**src/rtl/acp_pkg.sv**
```systemverilog
`timescale 1ns / 1ps
// ---------------------------------------------------------------------------
// acp_pkg: shared types and constants of the aging contact process step
// Field widths, register reset values, codes, controller/datapath
// command and status bundles, and elaboration-time lookup tables.
// ---------------------------------------------------------------------------
package acp_pkg;

   localparam int WEIGHT_W   = 16;
   localparam int AGE_W      = 8;
   localparam int CLASS_W    = 8;
   localparam int SEARCH_W   = 3;
   localparam int DRAW_W     = 32;
   localparam int SUM_W      = 32;
   localparam int COORD_IN_W = 8;
   localparam int DIR_W      = 2;
   localparam int OUTCOME_W  = 3;
   localparam int TRI_W      = 15;
   localparam int PROD_B_W   = CLASS_W + WEIGHT_W;
   localparam int PROD_S_W   = WEIGHT_W + TRI_W;
   localparam int TEST_W     = AGE_W + 2;

   localparam int CSR_DATA_W  = 32;
   localparam int CSR_ADDR_W  = 5;
   localparam int REQ_TDATA_W = 56;
   localparam int RSP_TDATA_W = 16;

   localparam int GRID_SIDE_DEFAULT = 256;
   localparam int TABLE_DEPTH       = 256;

   localparam logic [WEIGHT_W-1:0] DEATH_RESET = 16'd41;
   localparam logic [WEIGHT_W-1:0] AGING_RESET = 16'd410;
   localparam logic [WEIGHT_W-1:0] BASE_RESET  = 16'd819;
   localparam logic [WEIGHT_W-1:0] STEP_RESET  = 16'd410;
   localparam logic [AGE_W-1:0]    KID_RESET   = 8'd0;
   localparam logic [AGE_W-1:0]    MAX_RESET   = 8'd5;

   typedef enum logic [2:0] {
      CSR_DEATH   = 3'd0,
      CSR_AGING   = 3'd1,
      CSR_BASE    = 3'd2,
      CSR_STEP    = 3'd3,
      CSR_KID_AGE = 3'd4,
      CSR_MAX_AGE = 3'd5
   } csr_index_type;

   typedef enum logic [OUTCOME_W-1:0] {
      OUT_NONE      = 3'd0,
      OUT_DIED      = 3'd1,
      OUT_AGED      = 3'd2,
      OUT_AT_MAX    = 3'd3,
      OUT_BIRTH     = 3'd4,
      OUT_NBR_BUSY  = 3'd5,
      OUT_TOO_YOUNG = 3'd6
   } outcome_type;

   typedef enum logic [DIR_W-1:0] {
      DIR_POS_X = 2'd0,
      DIR_POS_Y = 2'd1,
      DIR_NEG_X = 2'd2,
      DIR_NEG_Y = 2'd3
   } dir_type;

   typedef enum logic [2:0] {
      MW_NONE,
      MW_SITE_ZERO,
      MW_SITE_INC,
      MW_NBR_ONE,
      MW_CLEAR
   } mem_write_type;

   typedef enum logic [3:0] {
      ST_CLEAR,
      ST_IDLE,
      ST_WEIGH,
      ST_READ,
      ST_SCALE,
      ST_DECIDE,
      ST_AGING,
      ST_PROD,
      ST_CMP,
      ST_CLASS,
      ST_NBR_READ,
      ST_NBR_CHECK,
      ST_DONE
   } ctrl_state_type;

   typedef struct packed {
      logic [WEIGHT_W-1:0] death_weight;
      logic [WEIGHT_W-1:0] aging_weight;
      logic [WEIGHT_W-1:0] birth_base;
      logic [WEIGHT_W-1:0] birth_step;
      logic [AGE_W-1:0]    kid_age;
      logic [AGE_W-1:0]    max_age;
   } cfg_type;

   typedef struct packed {
      logic          accept;
      logic          read_site;
      logic          read_nbr;
      mem_write_type write_sel;
      logic          load_total;
      logic          load_scale;
      logic          search_init;
      logic          search_step;
      logic          set_outcome;
      outcome_type   outcome;
      logic          push;
   } ctrl_cmd_type;

   typedef struct packed {
      logic read_op;
      logic empty;
      logic zero_total;
      logic pick_death;
      logic pick_aging;
      logic below_max;
      logic aging_birth_ok;
      logic class_birth_ok;
      logic search_last;
      logic nbr_empty;
      logic clear_last;
   } dp_status_type;

   typedef logic [COORD_IN_W-1:0] mod_table_type [TABLE_DEPTH];
   typedef logic [TRI_W-1:0]      tri_table_type [TABLE_DEPTH];

   // coordinate modulo the grid side, built by counting so no divide is needed
   function automatic mod_table_type build_mod_table(input int side);
      mod_table_type tab;
      int r;
      r = 0;
      for (int i = 0; i < TABLE_DEPTH; i++) begin
         tab[i] = COORD_IN_W'(r);
         r = r + 1;
         if (r == side) begin
            r = 0;
         end
      end
      return tab;
   endfunction

   // triangular numbers n*(n-1)/2: summed step weight of the first n classes
   function automatic tri_table_type build_tri_table();
      tri_table_type tab;
      int acc;
      acc = 0;
      for (int i = 0; i < TABLE_DEPTH; i++) begin
         tab[i] = TRI_W'(acc);
         acc = acc + i;
      end
      return tab;
   endfunction

   localparam tri_table_type TRI_TABLE = build_tri_table();

endpackage

```
**src/rtl/acp_csr.sv**
```systemverilog
`timescale 1ns / 1ps
// ---------------------------------------------------------------------------
// acp_csr: configuration registers
// APB-style register file holding the action weights and the age limits.
// ---------------------------------------------------------------------------
module acp_csr (
   input  logic                             clock,
   input  logic                             reset,
   input  logic                             csr_psel,
   input  logic                             csr_penable,
   input  logic                             csr_pwrite,
   input  logic [acp_pkg::CSR_ADDR_W-1:0]   csr_paddr,
   input  logic [acp_pkg::CSR_DATA_W-1:0]   csr_pwdata,
   output logic [acp_pkg::CSR_DATA_W-1:0]   csr_prdata,
   output logic                             csr_pready,
   output acp_pkg::cfg_type                 cfg
);

   acp_pkg::cfg_type       cfg_ff;
   acp_pkg::cfg_type       cfg_in;
   acp_pkg::csr_index_type index;
   logic                   write_en;

   assign index      = acp_pkg::csr_index_type'(csr_paddr[acp_pkg::CSR_ADDR_W-1:2]);
   assign write_en   = csr_psel & csr_penable & csr_pwrite;
   assign csr_pready = 1'b1;
   assign cfg        = cfg_ff;

   always_comb begin
      cfg_in = cfg_ff;
      if (write_en) begin
         unique case (index)
            acp_pkg::CSR_DEATH:   cfg_in.death_weight = csr_pwdata[acp_pkg::WEIGHT_W-1:0];
            acp_pkg::CSR_AGING:   cfg_in.aging_weight = csr_pwdata[acp_pkg::WEIGHT_W-1:0];
            acp_pkg::CSR_BASE:    cfg_in.birth_base   = csr_pwdata[acp_pkg::WEIGHT_W-1:0];
            acp_pkg::CSR_STEP:    cfg_in.birth_step   = csr_pwdata[acp_pkg::WEIGHT_W-1:0];
            acp_pkg::CSR_KID_AGE: cfg_in.kid_age      = csr_pwdata[acp_pkg::AGE_W-1:0];
            acp_pkg::CSR_MAX_AGE: cfg_in.max_age      = csr_pwdata[acp_pkg::AGE_W-1:0];
            default: ;
         endcase
      end
   end

   always_ff @(posedge clock) begin
      if (reset) begin
         cfg_ff.death_weight <= acp_pkg::DEATH_RESET;
         cfg_ff.aging_weight <= acp_pkg::AGING_RESET;
         cfg_ff.birth_base   <= acp_pkg::BASE_RESET;
         cfg_ff.birth_step   <= acp_pkg::STEP_RESET;
         cfg_ff.kid_age      <= acp_pkg::KID_RESET;
         cfg_ff.max_age      <= acp_pkg::MAX_RESET;
      end else begin
         cfg_ff <= cfg_in;
      end
   end

   always_comb begin
      unique case (index)
         acp_pkg::CSR_DEATH:   csr_prdata = acp_pkg::CSR_DATA_W'(cfg_ff.death_weight);
         acp_pkg::CSR_AGING:   csr_prdata = acp_pkg::CSR_DATA_W'(cfg_ff.aging_weight);
         acp_pkg::CSR_BASE:    csr_prdata = acp_pkg::CSR_DATA_W'(cfg_ff.birth_base);
         acp_pkg::CSR_STEP:    csr_prdata = acp_pkg::CSR_DATA_W'(cfg_ff.birth_step);
         acp_pkg::CSR_KID_AGE: csr_prdata = acp_pkg::CSR_DATA_W'(cfg_ff.kid_age);
         acp_pkg::CSR_MAX_AGE: csr_prdata = acp_pkg::CSR_DATA_W'(cfg_ff.max_age);
         default:              csr_prdata = '0;
      endcase
   end

endmodule

```
**config.mk**
```make
export PLATFORM = sky130hd
export DESIGN_NAME = acp_csr
export DESIGN_NICKNAME = d
export VERILOG_FILES = /design/src/rtl/acp_pkg.sv /design/src/rtl/acp_csr.sv
export SDC_FILE = /design/constraint.sdc
export NUM_CORES = 1
export LEC_CHECK = 0
export ABC_AREA = 1
export BUFFER_PORTS_ARGS = -buffer_cell sky130_fd_sc_hd__buf_2
export CAP_MARGIN = 20
export CORE_MARGIN = 5
export CORE_UTILIZATION = 30
export CTS_CLUSTER_SIZE = 24
export DETAILED_ROUTE_END_ITERATION = 10
export PLACE_DENSITY = 0.66
export SYNTH_ARGS = -nofsm -noshare
export SYNTH_HDL_FRONTEND = slang
export SYNTH_SLANG_ARGS = --single-unit
```
**constraint.sdc**
```tcl
create_clock -name clock -period 1.1 [get_ports clock]
set_input_delay 0.055 -clock clock [delete_from_list [all_inputs] [get_ports clock]]
set_output_delay 0.055 -clock clock [all_outputs]
set_load 0.005 [all_outputs]
```
==> summary.txt <==
Run status
  • Status: complete, but fails checks
  • Violated checks: negative setup slack

GRT
  • Largest net degree at the start of global routing: 81
  • Vias in the first global route: 4,073
  • Remaining global-route overflow: 0
  • Initial antenna violation count: 0
  • Tot GR Track Use: 17.3%
  • Global-route wire length before repair: 21,900 µm

Power
  • Cell leakage power: 2.99 nW
  • Pwr Density: 1180 nW/µm²
  • Combinational Power Share: 11.9%
  • Worst VDD drop: 0.698 mV
  • Switching power: 1.74 mW
  • Final Total Pwr: 7.06 mW
  • Sequential power share: 42.0%
  • Clock power share: 46.0%
  • Sw frac: 24.6%
  • Cell-internal power: 5.32 mW

Yosys
  • Synth cell count leaders: nand2_1 (189), nor2_1 (141), dfxtp_1 (80), nand3_1 (80), inv_1 (39)
  • Post-synth EDFFs: 0
  • Synth async-reset ratio: 0%
  • Avg Cell Area, Syn: 6.39 µm²
  • Sequential area share after synthesis: 39.6%
  • Distinct cells, synth: 21
  • Yosys top cell area share: 39.6%
  • Synth Warn #: 0
  • Most common cell in the synthesized netlist: nand2_1
  • Register bit total from synthesis: 80
  • Leading area contributor after synthesis: dfxtp_1
  • Synth Instances: 633
  • Synth top area cells: dfxtp_1 (40%), nand2_1 (18%), nor2_1 (13%), nand3_1 (9.9%), buf_4 (4.1%)
  • Main synth FF type: dfxtp_1
  • Post-synthesis cell area: 4050 µm²

Clock network
  • Clock Tree Root: clkbuf_16
  • Clk buf depth: 2
  • Clock latency on the worst-skew pair: 340 ps
  • Clk slew on worst S/H paths: 60 ps
  • Num CTS Buffers: 9
  • CTS tree: built
  • CTS sink count: 80
  • Htree depth: 3

STA
  • RSZ-0062 raised after global routing: true
  • Final setup viols: 14
  • Fin. Hold Viols: 0
  • Post-route setup slack: -135 ps
  • Crit share post-route: 112%
  • Clock Skews: 0 ps
  • Slew Viols, Final: 0
  • Fmax: 810 MHz
  • Final period demand of the worst path: 1240 ps

Placement
  • DPL Wire Length: 10,400 µm
  • IO buf count: 119
  • Routability-driven placement congestion ratio: 0.910

Critical path
  • Worst Path Arrival: 1180 ps
  • Worst EP required: 1040 ps
  • R2R Setup Slk: 300 ps
  • CP Max Fanout: 2
  • Critical Path, Cell by Cell: nand3_1 > nand2_1 > nor2_2 > nand2_1 > buf_2
  • Worst path bufs/invs: 1
  • CP top delay family: simple AND/OR/NAND/NOR gates
  • Startpoint Class: register
  • CP max stage cell: dfxtp_2
  • Type of the worst setup path: register to output pin
  • Cell mode on critical path: nand2_1
  • CP endpoint kind: output pin
  • Max stage delay on crit path: 330 ps

Floorplan
  • Starting Density: 30.6%
  • Die area: 15,900 µm²
  • Rows: 42
  • DIE WIDTH: 126 µm
  • Core area: 13,200 µm²
  • I/O pin count: 155
  • Die Y: 126 µm

Min path
  • Hold/Removal Path Class: input pin to register

Route
  • Drt total wl: 14,900 µm
  • Vias: 4,560
  • DR WL/cell: 15.1 µm
  • Antenna-violating nets left: 0
  • Vias per cell: 4.62
  • DRT Pass-1 Iters: 5
  • # DRC: 0
  • DRT iter0 DRCs: 228

Finish
  • Layout area overhead: 47.8%
  • Max FFs per register: 80
  • Final Util: 45.2%
  • # diodes: 0
  • # fillers: 1,389
  • Ratio of cells with drive above 1 in the final layout: 38.1%
  • # nets final: 848

Flow run
  • Max_cap viols: 0
## through the flow
step / cell area (µm²) / hold slack (ps) / worst slack, ps / std cells / setup TNS, ps
final: 5980 / 1.78 / -135 / 986 / -678
after global routing: 5980 / 3.98 / -182 / 986 / -1590
after CTS: 5610 / 1.26 / -166 / 971 / -1110
after detailed placement: 5070 / 291 / -69.4 / 935 / -1470
after global placement: 5070 / 287 / -69.1 / 935 / -1380
after floorplan: 4100 / 181 / 56.3 / 648 / 0
## power groups by stage
| stage | sequential, mW | combinational, mW | clock, mW |
|---|---|---|---|
| after global placement | 3.03 | 0.717 | 0 |
| after CTS | 2.96 | 0.756 | 3.30 |
| after detailed placement | 3.03 | 0.721 | 0 |
| final | 2.97 | 0.843 | 3.25 |
| after floorplan | 3.03 | 0.420 | 0 |
| after global routing | 2.97 | 0.919 | 3.42 |
## per-layer routing
layer,global-route usage [%],part of all wire (%)
met1,21.8,42
met2,29.1,49
met3,4.61,7.5
met4,5.11,1.9
met5,0,0
## cells in the final DEF (no fill, tap or decap)
cell type	instances
buf_2	115
nor2_1	129
nor2_2	13
conb_1	17
a21oi_4	2
dfxtp_1	34
nand2_1	185
bufinv_16	2
clkinvlp_4	1
inv_1	30
o21ai_0	2
nand4_1	17
nor2_4	8
nand3_1	77
a21oi_2	8
nand2_2	3
dfxtp_4	1
clkinv_2	1
buf_12	12
clkinv_4	1
dfxtp_2	45
buf_6	7
a21oi_1	3
clkbuf_16	13
clkbuf_8	1
inv_2	12
buf_4	54
nand3_4	2
nand2_4	1
nand3_2	4
clkinv_1	1
inv_4	3
dlygate4sd3_1	6
## cell type report
| class | count | area, µm² | share of cell area [%] |
|---|---|---|---|
| inverter | 46 | 180 | 3.01 |
| clock inverter | 5 | 81.3 | 1.36 |
| multi-input combinational | 471 | 2140 | 35.8 |
| timing repair buffer | 198 | 1460 | 24.4 |
| sequential | 80 | 1660 | 27.8 |
| tap | 176 | 220 | 3.68 |
| clock buffer | 10 | 239 | 4.00 |
## worst reg2reg max path: stages, from the launching register on
cell and delay, ps:
dfxtp_2 320, buf_4 130, buf_6 110, nand2_1 60, nand3_1 60
## cell families (layout without fill, tap and decap cells)
kind of cell	count (synthesis)	after routing	synth area share, %
buffers and inverters	97	259	12.1
and+or+nand+nor	439	439	46.3
DFF	80	80	39.6
other	2	17	0.186
AOI/OAI and AO/OA	15	15	1.86
## worst paths after layout
kind / endpoint / start / cells past startpoint
worst max-delay path: csr_prdata[5] / cfg[13] / 5
worst min-delay path: cfg[51] / csr_pwdata[3] / 3
worst max register to register: cfg[51] / cfg[51] / 4
worst min register to register: cfg[52] / cfg[52] / 2
## what timing repair did
item,CTS,global route
cloned,0,4
endpoints found under the hold margin,11,0
pin swaps,24,34
hold buffers,6,0
setup endpoints to repair,16,16
gates resized for setup,28,77
setup buffers,15,11
No activity file was read; power rests on OpenSTA's default activity.
