==> config.mk <==
export PLATFORM = sky130hd
export DESIGN_NAME = acp_ctrl
export DESIGN_NICKNAME = d
export VERILOG_FILES = /design/src/rtl/acp_pkg.sv /design/src/rtl/acp_ctrl.sv
export SDC_FILE = /design/constraint.sdc
export NUM_CORES = 1
export LEC_CHECK = 0
export ABC_CLOCK_PERIOD_IN_PS = 2230
export CAP_MARGIN = 40
export CORE_AREA = 2 2 39 41
export CTS_CLUSTER_SIZE = 12
export DETAILED_ROUTE_END_ITERATION = 6
export DIE_AREA = 0 0 41 43
export DONT_BUFFER_PORTS = 1
export GPL_TIMING_DRIVEN = 0
export PLACE_DENSITY = 0.66
export SETUP_SLACK_MARGIN = 0.2
export SLEW_MARGIN = 30
export SYNTH_ARGS = -nofsm -noshare
export SYNTH_HDL_FRONTEND = slang
export SYNTH_SLANG_ARGS = --single-unit
==> constraint.sdc <==
create_clock -name clock -period 2.23 [get_ports clock]
set_clock_uncertainty 0.05 [all_clocks]
set_input_delay 0.223 -clock clock [delete_from_list [all_inputs] [get_ports clock]]
set_output_delay 0.223 -clock clock [all_outputs]
set_load 0.01 [all_outputs]
==> src/rtl/acp_pkg.sv <==
`timescale 1ns / 1ps
// ---------------------------------------------------------------------------
// acp_pkg: shared types and constants of the aging contact process step
// Field widths, register reset values, codes, controller/datapath
// command and status bundles, and elaboration-time lookup tables.
// ---------------------------------------------------------------------------
package acp_pkg;

   localparam int WEIGHT_W   = 16;
   localparam int AGE_W      = 8;
   localparam int CLASS_W    = 8;
   localparam int SEARCH_W   = 3;
   localparam int DRAW_W     = 32;
   localparam int SUM_W      = 32;
   localparam int COORD_IN_W = 8;
   localparam int DIR_W      = 2;
   localparam int OUTCOME_W  = 3;
   localparam int TRI_W      = 15;
   localparam int PROD_B_W   = CLASS_W + WEIGHT_W;
   localparam int PROD_S_W   = WEIGHT_W + TRI_W;
   localparam int TEST_W     = AGE_W + 2;

   localparam int CSR_DATA_W  = 32;
   localparam int CSR_ADDR_W  = 5;
   localparam int REQ_TDATA_W = 56;
   localparam int RSP_TDATA_W = 16;

   localparam int GRID_SIDE_DEFAULT = 256;
   localparam int TABLE_DEPTH       = 256;

   localparam logic [WEIGHT_W-1:0] DEATH_RESET = 16'd41;
   localparam logic [WEIGHT_W-1:0] AGING_RESET = 16'd410;
   localparam logic [WEIGHT_W-1:0] BASE_RESET  = 16'd819;
   localparam logic [WEIGHT_W-1:0] STEP_RESET  = 16'd410;
   localparam logic [AGE_W-1:0]    KID_RESET   = 8'd0;
   localparam logic [AGE_W-1:0]    MAX_RESET   = 8'd5;

   typedef enum logic [2:0] {
      CSR_DEATH   = 3'd0,
      CSR_AGING   = 3'd1,
      CSR_BASE    = 3'd2,
      CSR_STEP    = 3'd3,
      CSR_KID_AGE = 3'd4,
      CSR_MAX_AGE = 3'd5
   } csr_index_type;

   typedef enum logic [OUTCOME_W-1:0] {
      OUT_NONE      = 3'd0,
      OUT_DIED      = 3'd1,
      OUT_AGED      = 3'd2,
      OUT_AT_MAX    = 3'd3,
      OUT_BIRTH     = 3'd4,
      OUT_NBR_BUSY  = 3'd5,
      OUT_TOO_YOUNG = 3'd6
   } outcome_type;

   typedef enum logic [DIR_W-1:0] {
      DIR_POS_X = 2'd0,
      DIR_POS_Y = 2'd1,
      DIR_NEG_X = 2'd2,
      DIR_NEG_Y = 2'd3
   } dir_type;

   typedef enum logic [2:0] {
      MW_NONE,
      MW_SITE_ZERO,
      MW_SITE_INC,
      MW_NBR_ONE,
      MW_CLEAR
   } mem_write_type;

   typedef enum logic [3:0] {
      ST_CLEAR,
      ST_IDLE,
      ST_WEIGH,
      ST_READ,
      ST_SCALE,
      ST_DECIDE,
      ST_AGING,
      ST_PROD,
      ST_CMP,
      ST_CLASS,
      ST_NBR_READ,
      ST_NBR_CHECK,
      ST_DONE
   } ctrl_state_type;

   typedef struct packed {
      logic [WEIGHT_W-1:0] death_weight;
      logic [WEIGHT_W-1:0] aging_weight;
      logic [WEIGHT_W-1:0] birth_base;
      logic [WEIGHT_W-1:0] birth_step;
      logic [AGE_W-1:0]    kid_age;
      logic [AGE_W-1:0]    max_age;
   } cfg_type;

   typedef struct packed {
      logic          accept;
      logic          read_site;
      logic          read_nbr;
      mem_write_type write_sel;
      logic          load_total;
      logic          load_scale;
      logic          search_init;
      logic          search_step;
      logic          set_outcome;
      outcome_type   outcome;
      logic          push;
   } ctrl_cmd_type;

   typedef struct packed {
      logic read_op;
      logic empty;
      logic zero_total;
      logic pick_death;
      logic pick_aging;
      logic below_max;
      logic aging_birth_ok;
      logic class_birth_ok;
      logic search_last;
      logic nbr_empty;
      logic clear_last;
   } dp_status_type;

   typedef logic [COORD_IN_W-1:0] mod_table_type [TABLE_DEPTH];
   typedef logic [TRI_W-1:0]      tri_table_type [TABLE_DEPTH];

   // coordinate modulo the grid side, built by counting so no divide is needed
   function automatic mod_table_type build_mod_table(input int side);
      mod_table_type tab;
      int r;
      r = 0;
      for (int i = 0; i < TABLE_DEPTH; i++) begin
         tab[i] = COORD_IN_W'(r);
         r = r + 1;
         if (r == side) begin
            r = 0;
         end
      end
      return tab;
   endfunction

   // triangular numbers n*(n-1)/2: summed step weight of the first n classes
   function automatic tri_table_type build_tri_table();
      tri_table_type tab;
      int acc;
      acc = 0;
      for (int i = 0; i < TABLE_DEPTH; i++) begin
         tab[i] = TRI_W'(acc);
         acc = acc + i;
      end
      return tab;
   endfunction

   localparam tri_table_type TRI_TABLE = build_tri_table();

endpackage

==> src/rtl/acp_ctrl.sv <==
`timescale 1ns / 1ps
// ---------------------------------------------------------------------------
// acp_ctrl: sequencing state machine
// Runs the grid clearing pass, then steps each transfer through weighing,
// site read, action selection, class search and the neighbor update.
// ---------------------------------------------------------------------------
module acp_ctrl (
   input  logic                   clock,
   input  logic                   reset,
   input  logic                   req_tvalid,
   output logic                   req_tready,
   output logic                   rsp_tvalid,
   input  logic                   rsp_tready,
   input  acp_pkg::dp_status_type status,
   output acp_pkg::ctrl_cmd_type  cmd
);

   acp_pkg::ctrl_state_type state_ff;
   acp_pkg::ctrl_state_type state_in;
   logic                    rsp_valid_ff;
   logic                    rsp_valid_in;
   logic                    out_free;

   assign out_free   = ~rsp_valid_ff | rsp_tready;
   assign req_tready = (state_ff == acp_pkg::ST_IDLE);
   assign rsp_tvalid = rsp_valid_ff;

   always_comb begin
      state_in = state_ff;
      unique case (state_ff)
         acp_pkg::ST_CLEAR:  if (status.clear_last) state_in = acp_pkg::ST_IDLE;
         acp_pkg::ST_IDLE:   if (req_tvalid) state_in = acp_pkg::ST_WEIGH;
         acp_pkg::ST_WEIGH:  state_in = acp_pkg::ST_READ;
         acp_pkg::ST_READ:   state_in = acp_pkg::ST_SCALE;
         acp_pkg::ST_SCALE:  state_in = acp_pkg::ST_DECIDE;
         acp_pkg::ST_DECIDE: begin
            if (status.read_op | status.empty | status.zero_total | status.pick_death) begin
               state_in = acp_pkg::ST_DONE;
            end else if (status.pick_aging) begin
               state_in = acp_pkg::ST_AGING;
            end else begin
               state_in = acp_pkg::ST_PROD;
            end
         end
         acp_pkg::ST_AGING: begin
            if (!status.below_max && status.aging_birth_ok) begin
               state_in = acp_pkg::ST_NBR_READ;
            end else begin
               state_in = acp_pkg::ST_DONE;
            end
         end
         acp_pkg::ST_PROD:   state_in = acp_pkg::ST_CMP;
         acp_pkg::ST_CMP: begin
            state_in = status.search_last ? acp_pkg::ST_CLASS : acp_pkg::ST_PROD;
         end
         acp_pkg::ST_CLASS: begin
            state_in = status.class_birth_ok ? acp_pkg::ST_NBR_READ : acp_pkg::ST_DONE;
         end
         acp_pkg::ST_NBR_READ:  state_in = acp_pkg::ST_NBR_CHECK;
         acp_pkg::ST_NBR_CHECK: state_in = acp_pkg::ST_DONE;
         acp_pkg::ST_DONE:      if (out_free) state_in = acp_pkg::ST_IDLE;
         default:               state_in = acp_pkg::ST_IDLE;
      endcase
   end

   always_comb begin
      cmd         = '0;
      cmd.outcome = acp_pkg::OUT_NONE;
      unique case (state_ff)
         acp_pkg::ST_CLEAR:  cmd.write_sel = acp_pkg::MW_CLEAR;
         acp_pkg::ST_IDLE:   cmd.accept = req_tvalid;
         acp_pkg::ST_WEIGH:  ;
         acp_pkg::ST_READ: begin
            cmd.read_site  = 1'b1;
            cmd.load_total = 1'b1;
         end
         acp_pkg::ST_SCALE:  cmd.load_scale = 1'b1;
         acp_pkg::ST_DECIDE: begin
            if (status.read_op | status.empty | status.zero_total) begin
               cmd.set_outcome = 1'b1;
               cmd.outcome     = acp_pkg::OUT_NONE;
            end else if (status.pick_death) begin
               cmd.write_sel   = acp_pkg::MW_SITE_ZERO;
               cmd.set_outcome = 1'b1;
               cmd.outcome     = acp_pkg::OUT_DIED;
            end else if (!status.pick_aging) begin
               cmd.search_init = 1'b1;
            end
         end
         acp_pkg::ST_AGING: begin
            if (status.below_max) begin
               cmd.write_sel   = acp_pkg::MW_SITE_INC;
               cmd.set_outcome = 1'b1;
               cmd.outcome     = acp_pkg::OUT_AGED;
            end else if (!status.aging_birth_ok) begin
               cmd.set_outcome = 1'b1;
               cmd.outcome     = acp_pkg::OUT_AT_MAX;
            end
         end
         acp_pkg::ST_PROD:   ;
         acp_pkg::ST_CMP:    cmd.search_step = 1'b1;
         acp_pkg::ST_CLASS: begin
            if (!status.class_birth_ok) begin
               cmd.set_outcome = 1'b1;
               cmd.outcome     = acp_pkg::OUT_TOO_YOUNG;
            end
         end
         acp_pkg::ST_NBR_READ: cmd.read_nbr = 1'b1;
         acp_pkg::ST_NBR_CHECK: begin
            cmd.set_outcome = 1'b1;
            if (status.nbr_empty) begin
               cmd.write_sel = acp_pkg::MW_NBR_ONE;
               cmd.outcome   = acp_pkg::OUT_BIRTH;
            end else begin
               cmd.outcome   = acp_pkg::OUT_NBR_BUSY;
            end
         end
         acp_pkg::ST_DONE:   cmd.push = out_free;
         default:            ;
      endcase
   end

   always_comb begin
      rsp_valid_in = rsp_valid_ff;
      if (cmd.push) begin
         rsp_valid_in = 1'b1;
      end else if (rsp_tready) begin
         rsp_valid_in = 1'b0;
      end
   end

   always_ff @(posedge clock) begin
      if (reset) begin
         state_ff     <= acp_pkg::ST_CLEAR;
         rsp_valid_ff <= 1'b0;
      end else begin
         state_ff     <= state_in;
         rsp_valid_ff <= rsp_valid_in;
      end
   end

endmodule

==> results by group <==
Status
  • Status: finished clean

STA
  • RSZ-0062 raised after global routing: false
  • Max_slew headroom: 0.720
  • Final worst path period need: 1.90 ns
  • Setup TNS: 0 ns
  • Max Slew Vio Count: 0
  • Slew @ Worst Pin: 0.420 ns
  • FMAX: 0.528 GHz
  • Final hold vios: 0
  • Setup Viol. Count Final: 0
  • Tcrit/Tclk final: 0.850

Hold path
  • Hold Crit Start: reset
  • HP Class: input pin to flop

Layout
  • Most common cell after layout, fill and taps aside: nand2_1
  • # diodes: 0
  • Fin area: 684 um2
  • P&R area growth vs syn: 9.40%
  • Nets@finish: 113
  • # fillers: 151
  • Ratio of cells with drive above 1 in the final layout: 0.172
  • Non-filler cells, final: 109
  • Most frequent cells in the layout: nand2_1 (7), a21oi_1 (6)

Routing
  • First-pass iteration count of the detailed router: 6
  • Via/cell ratio: 5.89
  • Detailed Route WL: 1500 um
  • Iteration-0 DRC Markers: 16
  • Via count: 642
  • DR DRC count: 0
  • Drt wl/cell: 13.7 um
  • Antenna viol nets, final: 0

Place
  • HPWL Detailed: 1180 um
  • GPL Wtd Cong: 0.735
  • Port buffer count: 0
  • DP Area: 646 um2
  • Cells after DPL: 104

GRT
  • Gr ovfl total: 0
  • Met2 usage: 0.284
  • Vias in the first global route: 524
  • First-pass GRT wire length: 2060 um
  • Total GRT Usage: 0.174
  • Number of antenna violations at the first check in global routing: 0
  • M3 GR Usage: 0.0314
  • Met1 Use GR: 0.197
  • Largest net degree at the start of global routing: 11
  • Busiest layer in global routing: met2

Clock tree
  • Cts bufs inserted: 3
  • Post-CTS setup buffers: 0
  • Worst-Skew Late Latency: 0.25 ns
  • TritonCTS clock tree: yes
  • Clock Pin Slew Worst Setup and Hold Paths: 0.05 ns
  • CTS sink cnt: 5
  • Clk root buf: clkbuf_4
  • Clock Path Buffers: 2
  • H-tree Lvls: 1

Critical path
  • Worst r2r src: state_ff[2]$_SDFFE_PP0P_
  • Critical Path Start: state_ff[2]$_SDFFE_PP0P_
  • WP data required: 1.96 ns
  • CP max FO: 10
  • Worst Path Class, Setup: flop to output pin
  • CP startpoint kind: flop
  • Element type at the critical path end: output pin
  • Worst endpoint data arrival time: 1.62 ns

Yosys
  • Leading area contributor after synthesis: dfxtp_1
  • #FFs+latches synth: 5
  • Mapped Avg Cell Area: 7.11 um2
  • Synth area leaders: dfxtp_1 (16%), ha_1 (8.0%), and2_1 (5.0%)
  • Top-area cell type share of the netlist area: 0.160
  • Count of different cell masters after synthesis: 36
  • Mapped Nets: 107
  • Sequential-to-total area share from yosys stat: 0.160
  • Yosys warns: 0
  • Gate Count Post-Synth: 88
  • Synth Cell Area: 626 um2

Floorplanning
  • Core area: 1380 um2
  • Die area: 1760 um2
  • Die height: 43 um
  • Initial Util: 0.452
  • IO Pins: 32
  • Row count: 14
  • Die X: 41 um

Pwr
  • P_leak: 0.285 nW
  • PD cells: 384 nW/um2
  • Max VDD drop: 0.262 mV

Run
  • Max-cap violation count: 0
registers in the layout, indices dropped and copies added (netlist names):
register	count
rsp_tvalid	1
state_ff	4
through the flow:
step	worst slack [ns]	utilization	hold WS, ns	total power [mW]
detailed placement	0.494	0.467	0.253	0.157
finish	0.335	0.495	0.0999	0.263
global route	0.227	0.495	0.102	0.278
floorplan	0.706	-	0.245	0.147
global placement	0.531	0.467	0.251	0.156
CTS	0.224	0.493	0.102	0.267
synth_stat cells:
library cell	instances
nand2_1	7
a21oi_1	6
and2_1	5
dfxtp_1	5
inv_1	5
nand3_1	5
nor2_1	5
buf_4	4
ha_1	4
clkbuf_1	3
nor2b_1	3
nor3_1	3
a21o_1	2
and3_1	2
nand2b_1	2
nand3b_1	2
nand4_1	2
nor2_2	2
o21a_1	2
o21ai_1	2
o2bb2ai_1	2
a211oi_1	1
a311oi_1	1
a311oi_2	1
a31oi_1	1
and4b_1	1
buf_6	1
inv_2	1
nand4b_1	1
nor3b_1	1
nor4_1	1
nor4b_2	1
o21ai_0	1
o311ai_0	1
o31ai_1	1
or2_2	1
worst paths after layout:
check	end	slack [ns]	depth (start not counted)
worst max-delay path	cmd[13]	0.33	5
worst min-delay path	state_ff[0]$_SDFFE_PP0P_	0.1	2
worst max register to register	state_ff[0]$_SDFFE_PP0P_	0.50	7
worst min register to register	state_ff[2]$_SDFFE_PP0P_	0.46	1
layer usage:
metal / vias to the layer above / wire (um)
met4: 0 / 10
met3: 2 / 108
met1: 289 / 652
li1: 323 / -
met5: - / 0
met2: 28 / 726
kinds of logic after synthesis:
kind of cell | count (synthesis) | synth area share
flip-flops | 5 | 0.160
adder cells (fa/ha/maj) | 4 | 0.0800
buffers and inverters | 14 | 0.120
AND/OR/NAND/NOR | 44 | 0.406
AO/OA/AOI/OAI | 21 | 0.234
layout make-up:
cell class              instances  area [um2]  share of cell area
repair buffers                  1        10.0              0.0146
multi-input cells              69         450               0.658
inverters                       6        22.5              0.0329
flip-flops and latches          5         100               0.146
well taps                      16        20.0              0.0293
clock buffers                   4        26.3              0.0384
plain buffers                   8        55.1              0.0804
power breakdown:
| part | internal, mW | switching [mW] | leakage (nW) |
|---|---|---|---|
| Combinational | 0.0272 | 0.0327 | 0.229 |
| Sequential | 0.0922 | 0.00457 | 0.0406 |
| Clock | 0.0678 | 0.0385 | 0.0150 |
| Total | 0.187 | 0.0758 | 0.285 |
repair_timing:
action,4_1_cts,5_1_grt
gates resized for setup,0,4
hold buffers,1,0
endpoints found under the hold margin,1,0
endpoints found under the setup margin,0,2
worst max-delay path, stage by stage, from the launching register on:
cell and delay [ns]:
dfxtp_1 0.33, inv_1 0.09, ha_1 0.16, clkbuf_1 0.35, and3_1 0.31, buf_4 0.15
No activity file was read; power rests on OpenSTA's default activity.
